## src/sv/percent_decoder_stream_assert.svh

```systemverilog
// ----------------------------------------------------------------------------
// Assertion macros for the percent decoder stream
// Clocked checks, disabled while arst_n is low.
// ----------------------------------------------------------------------------
`ifndef PERCENT_DECODER_STREAM_ASSERT_SVH
`define PERCENT_DECODER_STREAM_ASSERT_SVH

// property holds at every clock edge out of reset
`define PDEC_ASSERT(lbl, prop, msg) \
	lbl: assert property (@(posedge clk) disable iff (!arst_n) (prop)) else $error(msg);

// condition never holds at a clock edge out of reset
`define PDEC_NEVER(lbl, cond, msg) \
	`PDEC_ASSERT(lbl, !(cond), msg)

`endif

```

## src/sv/pdec_pkg.sv

```systemverilog
// ----------------------------------------------------------------------------
// Percent decoder package
// Item types, escape phase, character codes and hex helpers.
// ----------------------------------------------------------------------------
package pdec_pkg;

	localparam logic [7:0] CH_PERCENT = 8'h25;
	localparam logic [7:0] CH_PLUS    = 8'h2B;
	localparam logic [7:0] CH_SPACE   = 8'h20;
	localparam logic [3:0] HEX_TEN    = 4'd10;
	localparam int unsigned JOB_MAX   = 3;

	typedef struct packed {
		logic [7:0] in_byte;
		logic       in_last;
	} in_item_t;

	typedef struct packed {
		logic [7:0] out_byte;
		logic       out_last;
	} out_item_t;

	typedef struct packed {
		logic [JOB_MAX-1:0][7:0] job_bytes;
		logic [1:0]              count;
		logic                    last;
	} job_t;

	typedef enum logic [1:0] {
		ESC_IDLE  = 2'd0,
		ESC_PCT   = 2'd1,
		ESC_DIGIT = 2'd2
	} esc_phase_t;

	function automatic logic is_hex(input logic [7:0] c);
		is_hex = (c >= 8'h30 && c <= 8'h39) || (c >= 8'h61 && c <= 8'h66) ||
			(c >= 8'h41 && c <= 8'h46);
	endfunction

	function automatic logic [3:0] hex_val(input logic [7:0] c);
		if (c <= 8'h39) begin
			hex_val = c[3:0];
		end else begin
			hex_val = 4'(c[3:0] + HEX_TEN - 4'd1);
		end
	endfunction

	function automatic logic [7:0] plain_byte(input logic [7:0] c);
		plain_byte = (c == CH_PLUS) ? CH_SPACE : c;
	endfunction

endpackage

```

## src/sv/pdec_front.sv

```systemverilog
// ----------------------------------------------------------------------------
// Percent decoder front end
// Accepts raw bytes, tracks the escape phase and pushes at most one job per byte.
// ----------------------------------------------------------------------------
module pdec_front (
	input  logic              clk,
	input  logic              arst_n,
	input  logic              in_valid,
	output logic              in_stall,
	input  pdec_pkg::in_item_t in_item,
	input  logic              full,
	output logic              push,
	output pdec_pkg::job_t    job
);

	pdec_pkg::esc_phase_t phase_q;
	pdec_pkg::esc_phase_t phase_d;
	logic [7:0]           held_q;
	logic                 accept;
	logic                 b_hex;
	logic                 b_pct;
	logic [7:0]           b;

	assign b      = in_item.in_byte;
	assign b_hex  = pdec_pkg::is_hex(b);
	assign b_pct  = (b == pdec_pkg::CH_PERCENT);
	assign in_stall = full;
	assign accept = in_valid && !full;
	assign push   = accept && (job.count != 2'd0);

	always_comb begin
		phase_d = pdec_pkg::ESC_IDLE;
		case (phase_q)
			pdec_pkg::ESC_PCT: begin
				if (b_hex) begin
					phase_d = pdec_pkg::ESC_DIGIT;
				end else if (b_pct) begin
					phase_d = pdec_pkg::ESC_PCT;
				end
			end
			pdec_pkg::ESC_DIGIT: begin
				if (!b_hex && b_pct) begin
					phase_d = pdec_pkg::ESC_PCT;
				end
			end
			default: begin
				if (b_pct) begin
					phase_d = pdec_pkg::ESC_PCT;
				end
			end
		endcase
		if (in_item.in_last) begin
			phase_d = pdec_pkg::ESC_IDLE;
		end
	end

	always_comb begin
		job       = '0;
		job.last  = in_item.in_last;
		case (phase_q)
			pdec_pkg::ESC_PCT: begin
				if (b_hex) begin
					if (in_item.in_last) begin
						job.job_bytes[0] = pdec_pkg::CH_PERCENT;
						job.job_bytes[1] = b;
						job.count        = 2'd2;
					end
				end else begin
					job.job_bytes[0] = pdec_pkg::CH_PERCENT;
					if (!b_pct) begin
						job.job_bytes[1] = pdec_pkg::plain_byte(b);
						job.count        = 2'd2;
					end else if (in_item.in_last) begin
						job.job_bytes[1] = pdec_pkg::CH_PERCENT;
						job.count        = 2'd2;
					end else begin
						job.count        = 2'd1;
					end
				end
			end
			pdec_pkg::ESC_DIGIT: begin
				if (b_hex) begin
					job.job_bytes[0] = {pdec_pkg::hex_val(held_q), pdec_pkg::hex_val(b)};
					job.count        = 2'd1;
				end else begin
					job.job_bytes[0] = pdec_pkg::CH_PERCENT;
					job.job_bytes[1] = held_q;
					if (!b_pct) begin
						job.job_bytes[2] = pdec_pkg::plain_byte(b);
						job.count        = 2'd3;
					end else if (in_item.in_last) begin
						job.job_bytes[2] = pdec_pkg::CH_PERCENT;
						job.count        = 2'd3;
					end else begin
						job.count        = 2'd2;
					end
				end
			end
			default: begin
				if (!b_pct) begin
					job.job_bytes[0] = pdec_pkg::plain_byte(b);
					job.count        = 2'd1;
				end else if (in_item.in_last) begin
					job.job_bytes[0] = pdec_pkg::CH_PERCENT;
					job.count        = 2'd1;
				end
			end
		endcase
	end

	always_ff @(posedge clk or negedge arst_n) begin
		if (!arst_n) begin
			phase_q <= pdec_pkg::ESC_IDLE;
		end else if (accept) begin
			phase_q <= phase_d;
		end
	end

	always_ff @(posedge clk) begin
		if (accept && phase_q == pdec_pkg::ESC_PCT && b_hex) begin
			held_q <= b;
		end
	end

endmodule

```

## src/sv/pdec_fifo.sv

```systemverilog
// ----------------------------------------------------------------------------
// Percent decoder job queue
// Two-entry queue of output jobs between front end and back end.
// ----------------------------------------------------------------------------
`include "percent_decoder_stream_assert.svh"

module pdec_fifo (
	input  logic           clk,
	input  logic           arst_n,
	input  logic           push,
	input  pdec_pkg::job_t wr_job,
	input  logic           pop,
	output pdec_pkg::job_t rd_job,
	output logic           full,
	output logic           empty
);

	pdec_pkg::job_t entry_q [2];
	logic           wr_ptr_q;
	logic           rd_ptr_q;
	logic [1:0]     count_q;

	assign full   = (count_q == 2'd2);
	assign empty  = (count_q == 2'd0);
	assign rd_job = entry_q[rd_ptr_q];

	always_ff @(posedge clk or negedge arst_n) begin
		if (!arst_n) begin
			wr_ptr_q <= 1'b0;
			rd_ptr_q <= 1'b0;
			count_q  <= 2'd0;
		end else begin
			if (push) begin
				wr_ptr_q <= !wr_ptr_q;
			end
			if (pop) begin
				rd_ptr_q <= !rd_ptr_q;
			end
			case ({push, pop})
				2'b10:   count_q <= 2'(count_q + 2'd1);
				2'b01:   count_q <= 2'(count_q - 2'd1);
				default: count_q <= count_q;
			endcase
		end
	end

	always_ff @(posedge clk) begin
		if (push) begin
			entry_q[wr_ptr_q] <= wr_job;
		end
	end

	`PDEC_NEVER(a_push_full, push && full, "job pushed into a full queue")
	`PDEC_NEVER(a_pop_empty, pop && empty, "job popped from an empty queue")
	`PDEC_ASSERT(a_head_nonempty, !empty |-> rd_job.count != 2'd0, "queued job carries no bytes")

endmodule

```

## src/sv/pdec_back.sv

```systemverilog
// ----------------------------------------------------------------------------
// Percent decoder back end
// Walks the head job byte by byte into the output register.
// ----------------------------------------------------------------------------
module pdec_back (
	input  logic               clk,
	input  logic               arst_n,
	input  pdec_pkg::job_t     head,
	input  logic               empty,
	output logic               pop,
	output logic               out_valid,
	input  logic               out_stall,
	output pdec_pkg::out_item_t out_item
);

	logic [1:0]          idx_q;
	logic                out_valid_q;
	pdec_pkg::out_item_t out_q;
	logic                load;
	logic                final_byte;

	assign load       = !empty && (!out_valid_q || !out_stall);
	assign final_byte = (idx_q == 2'(head.count - 2'd1));
	assign pop        = load && final_byte;
	assign out_valid  = out_valid_q;
	assign out_item   = out_q;

	always_ff @(posedge clk or negedge arst_n) begin
		if (!arst_n) begin
			idx_q       <= 2'd0;
			out_valid_q <= 1'b0;
		end else begin
			if (!out_valid_q || !out_stall) begin
				out_valid_q <= !empty;
			end
			if (load) begin
				idx_q <= final_byte ? 2'd0 : 2'(idx_q + 2'd1);
			end
		end
	end

	always_ff @(posedge clk) begin
		if (load) begin
			out_q.out_byte <= head.job_bytes[idx_q];
			out_q.out_last <= head.last && final_byte;
		end
	end

endmodule

```

## src/sv/percent_decoder_stream.sv

```systemverilog
// ----------------------------------------------------------------------------
// Percent decoder stream
// URL form decoding of a flagged byte stream.
// ----------------------------------------------------------------------------
// One encoded byte is taken per clock cycle while the job queue is not full.
// Each byte yields zero to three decoded bytes; the output side hands out one
// decoded byte per cycle unless stalled, so a byte giving k results holds the
// back end until all k are out; the rate is set by that single output register.
// A two-entry job queue holds up to two bytes' jobs while the output stalls;
// the input stalls while it is full. A first result is queued, then registered.
module percent_decoder_stream (
	input  logic               clk,
	input  logic               arst_n,
	input  logic               src_valid,
	output logic               src_stall,
	input  pdec_pkg::in_item_t  src_item,
	output logic               dst_valid,
	input  logic               dst_stall,
	output pdec_pkg::out_item_t dst_item
);

	pdec_pkg::job_t wr_job;
	pdec_pkg::job_t head;
	logic           push;
	logic           pop;
	logic           full;
	logic           empty;

	pdec_front u_front (
		.clk      (clk),
		.arst_n   (arst_n),
		.in_valid (src_valid),
		.in_stall (src_stall),
		.in_item  (src_item),
		.full     (full),
		.push     (push),
		.job      (wr_job)
	);

	pdec_fifo u_fifo (
		.clk    (clk),
		.arst_n (arst_n),
		.push   (push),
		.wr_job (wr_job),
		.pop    (pop),
		.rd_job (head),
		.full   (full),
		.empty  (empty)
	);

	pdec_back u_back (
		.clk       (clk),
		.arst_n    (arst_n),
		.head      (head),
		.empty     (empty),
		.pop       (pop),
		.out_valid (dst_valid),
		.out_stall (dst_stall),
		.out_item  (dst_item)
	);

endmodule
```

## config.mk

```make
export PLATFORM = sky130hd
export DESIGN_NAME = percent_decoder_stream
export DESIGN_NICKNAME = d
export VERILOG_FILES = /design/src/sv/pdec_pkg.sv /design/src/sv/pdec_front.sv /design/src/sv/pdec_fifo.sv /design/src/sv/pdec_back.sv /design/src/sv/percent_decoder_stream.sv
export VERILOG_INCLUDE_DIRS = /design/src /design/src/sv
export SDC_FILE = /design/constraint.sdc
export NUM_CORES = 1
export LEC_CHECK = 0
export BUFFER_PORTS_ARGS = -buffer_cell sky130_fd_sc_hd__clkbuf_2
export CAP_MARGIN = 5
export CORE_MARGIN = 2
export CORE_UTILIZATION = 50
export CTS_CLUSTER_DIAMETER = 200
export DETAILED_ROUTE_END_ITERATION = 6
export GPL_TIMING_DRIVEN = 1
export PLACE_DENSITY = 0.68
export SLEW_MARGIN = 20
export SYNTH_ARGS = -nofsm -noshare
export SYNTH_HDL_FRONTEND = slang
export SYNTH_HIERARCHICAL = 1
export SYNTH_SLANG_ARGS = --single-unit
```

## constraint.sdc

```tcl
create_clock -name clk -period 7.25 [get_ports clk]
set_input_delay 1.45 -clock clk [delete_from_list [all_inputs] [get_ports clk]]
set_output_delay 1.45 -clock clk [all_outputs]
set_load 0.005 [all_outputs]
```

Word-level counts from Yosys, hierarchy flattened
Memory sizes are Yosys's and may differ from the RTL's.
Cells that the tools add are included.
- register bits: 26
- latch bits: 0
- bits in writable memories: 54
- memory bits (read-only): 0
- bits of input ports: 13
- output and inout bits: 11
- memories: 1
- add/subtract/negate cells: 8
- multipliers: 0
- divide/modulo/power cells: 0
- magnitude comparators: 8
- equality and inequality tests: 8
- shifts and indexed selects: 0
- multiplexer cells: 29
- bitwise logic cells: 0
- reductions and logical operators: 24
- memory list (name ; depth ; bits a word ; rd ports ; clocked after Yosys merged registers in ; write ports ; RTL line ; RTL):
    u_fifo.entry_q ; 2 ; 27 ; 1 ; 0 ; 1 ; pdec_fifo.sv:18 ; pdec_pkg::job_t entry_q [2];
- operators by type and width (kind ; count):
    two-way mux 8 bit ; 5
    two-way mux 18 bit ; 2
    two-way mux 10 bit ; 2
    one-hot mux 10 bit (2 select lines) ; 1
    binary-select mux 8 bit (select 2 bit) ; 1
    equality test 8 x 6 -> 1 bit, second input constant ; 2
    >= comparator 8 x 7 -> 1 bit, second input constant ; 2
    <= comparator 8 x 6 -> 1 bit, second input constant ; 2
    <= comparator 8 x 7 -> 1 bit, second input constant ; 2
    two-way mux 16 bit ; 1
    one-hot mux 8 bit (2 select lines) ; 1
    logical AND 1 bit ; 11
    two-way mux 2 bit ; 5
    adder 4 bit, second input constant ; 2
    >= comparator 8 x 6 -> 1 bit, second input constant ; 1
    two-way mux 4 bit ; 2
    one-hot mux 2 bit (2 select lines) ; 2
    subtractor 4 x 1 -> 4 bit, second input constant ; 2
    logical NOT 1 bit ; 7
    equality test 2 bit, second input constant ; 3
    two-way mux 1 bit ; 6
    two-way mux 6 bit ; 1
    adder 2 x 1 -> 2 bit, second input constant ; 2
    equality test 2 x 1 -> 1 bit, second input constant ; 2
    other kinds (6) ; 10

Longest topological paths before layout
Gate-level depths: netlist of run 1.
- word-level depth: 10
- depth in mapped cells: 12
- mapped depth without buffers: 12

By module
Netlist of run 1, hierarchy kept.
- modules (own cells, without submodules) (module ; instances ; cells an instance ; area each (µm²)):
    pdec_fifo ; 1 ; 100 ; 2232.1
    pdec_front ; 1 ; 140 ; 1201.2
    pdec_back ; 1 ; 57 ; 630.6

Worst setup path after synthesis of run 1
No wires, ideal clock.
- kind: input to register
- start: in src_item[2] (netlist bit)
- end: mem u_fifo/entry_q[0][0] (netlist bit) (enable)
- arrival: 4.145 ns
- setup slack: 2.694 ns
- cell stages on the path: 9
- buffers on the path: 0
- path through: inv_1 -> ha_1 -> or3b_1 -> a41o_2 -> and2_4 -> a211oi_2 -> o21ba_1 -> inv_1 -> nor2_1
- RTL lines (element ; RTL line ; RTL):
    start, declared ; percent_decoder_stream.sv:16 ; input pdec_pkg::in_item_t src_item,
    end, declared ; pdec_fifo.sv:18 ;

==> qor.yml, run 1 <==
critical_path:
  timing_worst_setup_path_type: "in2reg"
  start_kind: "primary input"
  rrSetupSlack_ns: 4.45
  end_kind: "flop"
  required_ns: 7.27
  crit_arrival_ns: 3.74
  cp_max_fo: 27
floorplanning:
  die_y_um: 94.2
  initial_utilization: 0.521
  fp-row-count: 32
  dieArea_mm2: 0.00887
  die_w_um: 94.2
  core-area_mm2: 0.00781
  io_pins: 24
power_and_ir_drop:
  p_comb_frac: 0.286
  switching_share: 0.293
  peakVddDrop_mv: 0.128
  power_mw: 1.43
  power.switching_uw: 419
  power_frac_seq: 0.484
  p_clk_frac: 0.230
  p_leak_nw: 1.63
  p_int_mw: 1.01
  power_density_mw_per_mm2: 326
cts:
  cts_resized: 0
  postCtsSetupRepairBufs: 0
  clk_path_buf_depth: 2
  clk_pin_slew_ns: 0.08
  clk_latency_ns: 0.35
  cts_buffers: 9
  cts.sinks: 80
  cts_root_buf: "clkbuf_8"
  cts_hold_buf: 0
  ctsHtreeMaxLevel: 3
  cts_tree: "done"
yosys:
  synth_cells: 297
  postSynthAreaPerCell_um2: 13.7
  ys_types: 57
  yosysWarnings: 6
  ys_ff_latch: 80
  ys_async_sr_fraction: 0.113
  yosysTopAreaCellShare: 0.525
  synth_top_area_cell: "edfxtp_1"
  synth_ff_type: "edfxtp_1"
  ys_top_cells_by_area: "edfxtp_1, mux2_4, dfrtp_1"
  syn-num-nets: 320
  syn_area_mm2: 0.00406
  ys_seq_area_frac: 0.580
  synth_edf_count: 71
layout:
  final_layout_size_suffix_gt1_frac: 0.269
  mostFrequentLayoutCells: "edfxtp_1, nand2_1, clkbuf_2, mux2_4"
  final_nets: 341
  syn2layout_area_growth_pct: 7.91
  fillers: 647
  multi_input_area_mm2: 0.00152
  final_common_cell: "edfxtp_1"
  num_antenna_cells: 0
  fin_cells: 425
  seq_area_mm2: 0.00236
grt:
  track_usage: 0.162
  grt_busiest_layer: "met2"
  grt_antenna_before_repair: 0
  first_global_vias: 2137
  grt_overflow_total: 0
  grt_pass1_wl_um: 10800
  use_met2: 0.251
  grt_max_degree: 29
  grt_util_met1: 0.226
  grtUsageMet3: 0.0241
drt:
  post_drt_wl_per_cell_um: 15.4
  vias_per_cell: 5.32
  first_pass_iters: 4
  drt_wl_total_um: 6540
  drt-initial-drc-count: 99
  vias: 2259
  ant_nets: 0
  drc: 0
sta:
  fmax_mhz: 269
  setup_viol: 0
  fin_crit_sh: 0.513
  hold_viol_final: 0
  tns_ns: 0
  hold_ws_ns: 0.499
  worst_slack_ns: 3.53
  fin_crit_ns: 3.72
  rsz0062_at_grt: "false"
  tightest_slew_ns: 1.11
  slew_violations: 0
  slew_headroom: 0.252
  fin_worst_skew_ns: 0.00572
placement:
  dp.cells: 409
  dp_hpwl_um: 4600
  portBuffers: 23
  gp_congestion: 0.905
  post-place-ws_ns: 3.17
status:
  status: "finished, final reports clean"
job:
  drv_cap: 0
worst_hold_path:
  hp-class: "reg2reg"
-- metal layers --
metal,vias to the layer above,share of wire
met4,0,0.019
li1,1138,-
met5,-,0
met2,41,0.46
met1,1071,0.50
met3,9,0.026
-- state kept, by name, indices dropped and copies added, names as in the netlist --
register	cells
u_fifo/entry_q	54
u_back/out_item	9
u_front/held_q	8
u_back/idx_q	2
u_fifo/count_q	2
u_front/phase_q	2
u_back/out_valid	1
u_fifo/rd_ptr_q	1
u_fifo/wr_ptr_q	1
-- final cells by class --
| type | instances | share of cell area |
|---|---|---|
| inverters | 11 | 0.00942 |
| multi-input cells | 190 | 0.347 |
| repair buffers | 26 | 0.0314 |
| clock inverters | 7 | 0.0177 |
| clock buffers | 9 | 0.0282 |
| flip-flops and latches | 80 | 0.538 |
| well taps | 102 | 0.0291 |
-- critical path, stage by stage --
cell	delay [ns]
clkbuf_2	0.15
inv_1	0.10
ha_1	0.24
or3b_1	0.37
a41o_2	0.33
and2_4	0.18
a211oi_2	0.24
o21ba_1	0.20
inv_1	0.08
nor2_2	0.07
buf_4	0.33
-- power groups by stage --
stage | combinational [mW] | sequential [mW] | clock [mW]
global placement | 0.411 | 0.702 | 0
global route | 0.456 | 0.704 | 0.357
finish | 0.410 | 0.693 | 0.329
detailed placement | 0.416 | 0.706 | 0
floorplan | 0.363 | 0.686 | 0
CTS | 0.418 | 0.695 | 0.337
-- stage by stage --
stage / area, µm² / utilization
after global routing: 4390 / 0.562
final: 4390 / 0.562
after CTS: 4390 / 0.562
after detailed placement: 4180 / 0.536
after global placement: 4180 / 0.536
after floorplan: 4060 / -
-- Yosys cell counts, types with 2 or more instances --
library cell	n
mux2_4	19
nand2_1	26
mux2_2	10
inv_1	11
clkbuf_1	4
nor2_1	17
and3_1	2
o31ai_1	2
xor2_1	5
a22oi_1	8
and2_1	5
buf_12	2
nor2b_1	2
ha_1	10
a21oi_1	5
o2bb2ai_1	2
a32oi_1	2
buf_4	4
o21ai_0	16
mux2i_1	9
a21o_1	2
nor3_1	3
nand3b_1	2
edfxtp_1	71
xnor2_1	6
nand3_1	4
o21ai_1	2
buf_6	3
a21oi_2	3
nand2b_1	3
a21boi_2	2
o21bai_1	2
dfrtp_1	9
-- logic make-up (layout without fill, tap and decap cells) --
kind of cell             Yosys count  after routing  synth area share
XOR/XNOR                          11             11            0.0237
adder cells (fa/ha/maj)           10             10            0.0308
AO/OA/AOI/OAI                     57             57             0.107
buffers and inverters             27             53            0.0465
AND/OR/NAND/NOR                   74             74            0.0924
multiplexers                      38             38             0.120
flip-flops                        80             80             0.580
-- worst paths after layout --
check,startpoint,to,cells after the start
setup / recovery,src_item[2],u_fifo/entry_q[0][17]$_DFFE_PP_,11
hold / removal,u_fifo/count_q[1]$_DFFE_PN0P_,u_fifo/count_q[1]$_DFFE_PN0P_,1
setup reg to reg,u_front/phase_q[0]$_DFFE_PN0P_,u_fifo/entry_q[0][17]$_DFFE_PP_,8
hold reg to reg,u_fifo/count_q[1]$_DFFE_PN0P_,u_fifo/count_q[1]$_DFFE_PN0P_,1
max in group asynchronous,arst_n,u_back/idx_q[0]$_DFFE_PN0P_,1
min in group asynchronous,arst_n,u_front/phase_q[0]$_DFFE_PN0P_,1
No activity file was read; power rests on OpenSTA's default activity.
==> run 2, diff against run 1 <==
--- a/config.mk
+++ b/config.mk
@@ -13,7 +13,7 @@
 export CTS_CLUSTER_DIAMETER = 200
 export DETAILED_ROUTE_END_ITERATION = 6
 export GPL_TIMING_DRIVEN = 1
-export PLACE_DENSITY = 0.68
+export PLACE_DENSITY = 0.7
 export SLEW_MARGIN = 20
 export SYNTH_ARGS = -nofsm -noshare
 export SYNTH_HDL_FRONTEND = slang
==> constraint.sdc (replaced) <==
create_clock -name clk -period 3.3 [get_ports clk]
set_input_delay 0.66 -clock clk [delete_from_list [all_inputs] [get_ports clk]]
set_output_delay 0.66 -clock clk [all_outputs]
set_load 0.005 [all_outputs]
==> qor.yml, run 2 (synthesis gave the netlist of run 1 again) <==
floorplanning:
  die_y_um: 94.2  # unchanged
  die_w_um: 94.2  # unchanged
  initial_utilization: 0.521  # unchanged
  fp-row-count: 32  # unchanged
  io_pins: 24  # unchanged
  dieArea_mm2: 0.00887  # unchanged
  core-area_mm2: 0.00781  # unchanged
layout:
  fin_area_mm2: 0.00450  # +2.7%
  final_layout_size_suffix_gt1_frac: 0.283  # +0.0133
  top_register: "u_fifo/entry_q"
  seq_area_mm2: 0.00236  # unchanged
  final_nets: 347  # +1.8%
  multi_input_area_mm2: 0.00153  # +0.33%
  mostFrequentLayoutCells: "edfxtp_1, nand2_1, clkbuf_2, mux2_4"
  largest_reg_flops: 54  # unchanged
  final_common_cell: "edfxtp_1"
  syn2layout_area_growth_pct: 10.8
  num_antenna_cells: 0  # unchanged
  fillers: 627  # -3.1%
cts:
  cts_hold_buf: 0  # unchanged
  postCtsSetupRepairBufs: 0  # unchanged
  clk_path_buf_depth: 2  # unchanged
  cts_buffers: 9  # unchanged
  cts_resized: 0  # unchanged
  cts_tree: "done"
  clk_latency_ns: 0.34  # about the same
  ctsHtreeMaxLevel: 3  # unchanged
  cts_root_buf: "clkbuf_8"
  cts.sinks: 80  # unchanged
  clk_pin_slew_ns: 0.08  # about the same
grt:
  grt_pass1_wl_um: 12200  # +14%
  grt_antenna_before_repair: 0  # unchanged
  first_global_vias: 2381  # +11%
  grt_overflow_total: 0  # unchanged
  grt_max_degree: 28  # -3.4%
  track_usage: 0.183  # +0.0209
critical_path:
  crit_arrival_ns: 3.12  # -0.62 ns
  start_kind: "primary input"
  timing_worst_setup_path_type: "in2reg"
  required_ns: 3.57  # -3.70 ns
  cp_max_fo: 7  # -74%
  end_kind: "flop"
drt:
  drc: 0  # unchanged
  drt-initial-drc-count: 154  # +56%
  first_pass_iters: 5  # +1
  ant_nets: 0  # unchanged
  vias: 2367  # +4.8%
  vias_per_cell: 5.49  # +3.3%
  post_drt_wl_per_cell_um: 16.7  # +8.2%
  drt_wl_total_um: 7180  # +9.8%
worst_hold_path:
  hp-class: "in2async"
sta:
  hold_viol_final: 0  # unchanged
  tightest_slew_ns: 1.05  # -0.0595 ns
  fmax_mhz: 351
  setup_viol: 0  # unchanged
  tns_ns: 0  # unchanged
  fin_worst_skew_ns: 0.00693  # +0.00121 ns
  fin_crit_ns: 2.85
  rsz0062_at_grt: "false"
  slew_violations: 0  # unchanged
  slew_headroom: 0.292  # +0.0400
  fin_crit_sh: 0.863
power_and_ir_drop:
  p_leak_nw: 1.68  # +3.2%
  peakVddDrop_mv: 0.258  # +100%
  power_mw: 3.34  # +130%
  power_density_mw_per_mm2: 743  # +130%
status:
  status: "finished, final reports clean"
job:
  drv_cap: 0  # unchanged
placement:
  gp_congestion: 0.871  # -3.7%
  dp_hpwl_um: 5030  # +9.3%
  portBuffers: 23  # unchanged
  placed_cell_area_mm2: 0.00426  # +1.8%
run 2: cell types whose count changed in the layout (fill, tap and decap cells not counted), sizes merged:
cell,delta
clkinvlp,+1
inv,-2
clkinv,-1
bufinv,+2
buf,+6
run 2: worst paths after layout:
path	from	endpoint	slack [ns]	cells past startpoint
min reg2reg	u_fifo/count_q[1]$_DFFE_PN0P_	u_fifo/count_q[1]$_DFFE_PN0P_	0.51	1
min in group clk	u_fifo/count_q[1]$_DFFE_PN0P_	u_fifo/count_q[1]$_DFFE_PN0P_	0.51	1
max reg2reg	u_front/phase_q[1]$_DFFE_PN0P_	u_fifo/count_q[1]$_DFFE_PN0P_	0.79	9
min	arst_n	u_front/phase_q[0]$_DFFE_PN0P_	0.16	1
max in group asynchronous	arst_n	u_fifo/rd_ptr_q$_DFFE_PN0P_	2.94	1
max	src_item[2]	u_fifo/count_q[1]$_DFFE_PN0P_	0.45	12
run 2: power breakdown:
| group | leakage [nW] | switching (mW) | internal (mW) |
|---|---|---|---|
| Sequential | 0.776 | 0.109 | 1.41 |
| Clock | 0.116 | 0.355 | 0.503 |
| Combinational | 0.792 | 0.471 | 0.496 |
run 2: through the flow:
step / std cells / hold WS [ns] / worst slack (ns) / utilization
2_1_floorplan: 297 / 0.364 / 0.0676 / -
3_3_place_gp: 415 / 0.477 / 0.191 / 0.546
3_5_place_dp: 415 / 0.489 / 0.108 / 0.546
4_1_cts: 431 / 0.155 / 0.468 / 0.577
5_1_grt: 431 / 0.161 / 0.254 / 0.577
6_report: 431 / 0.162 / 0.454 / 0.577
run 2: layout make-up:
type | count | share of cell area
inverters | 11 | 0.00917
flip-flops and latches | 80 | 0.524
clock inverters | 7 | 0.0264
clock buffers | 9 | 0.0275
multi-input cells | 190 | 0.339
repair buffers | 32 | 0.0461
well taps | 102 | 0.0283
run 2: routing by layer:
| layer | GRT usage | routed length [µm] | up-vias |
|---|---|---|---|
| met5 | 0 | 0 | - |
| met4 | 0.0725 | 82 | 0 |
| met3 | 0.0313 | 310 | 5 |
| met2 | 0.296 | 3530 | 51 |
| met1 | 0.246 | 3250 | 1166 |
| li1 | - | - | 1145 |
run 2: critical path: stages:
cell and delay (ns):
clkbuf_2 0.15, inv_1 0.09, ha_1 0.23, or3b_1 0.37, a41o_2 0.29, and2_4 0.16, a211oi_2 0.26, o21ba_1 0.20
inv_1 0.10, ha_1 0.33, nor2_1 0.13, xor2_1 0.15
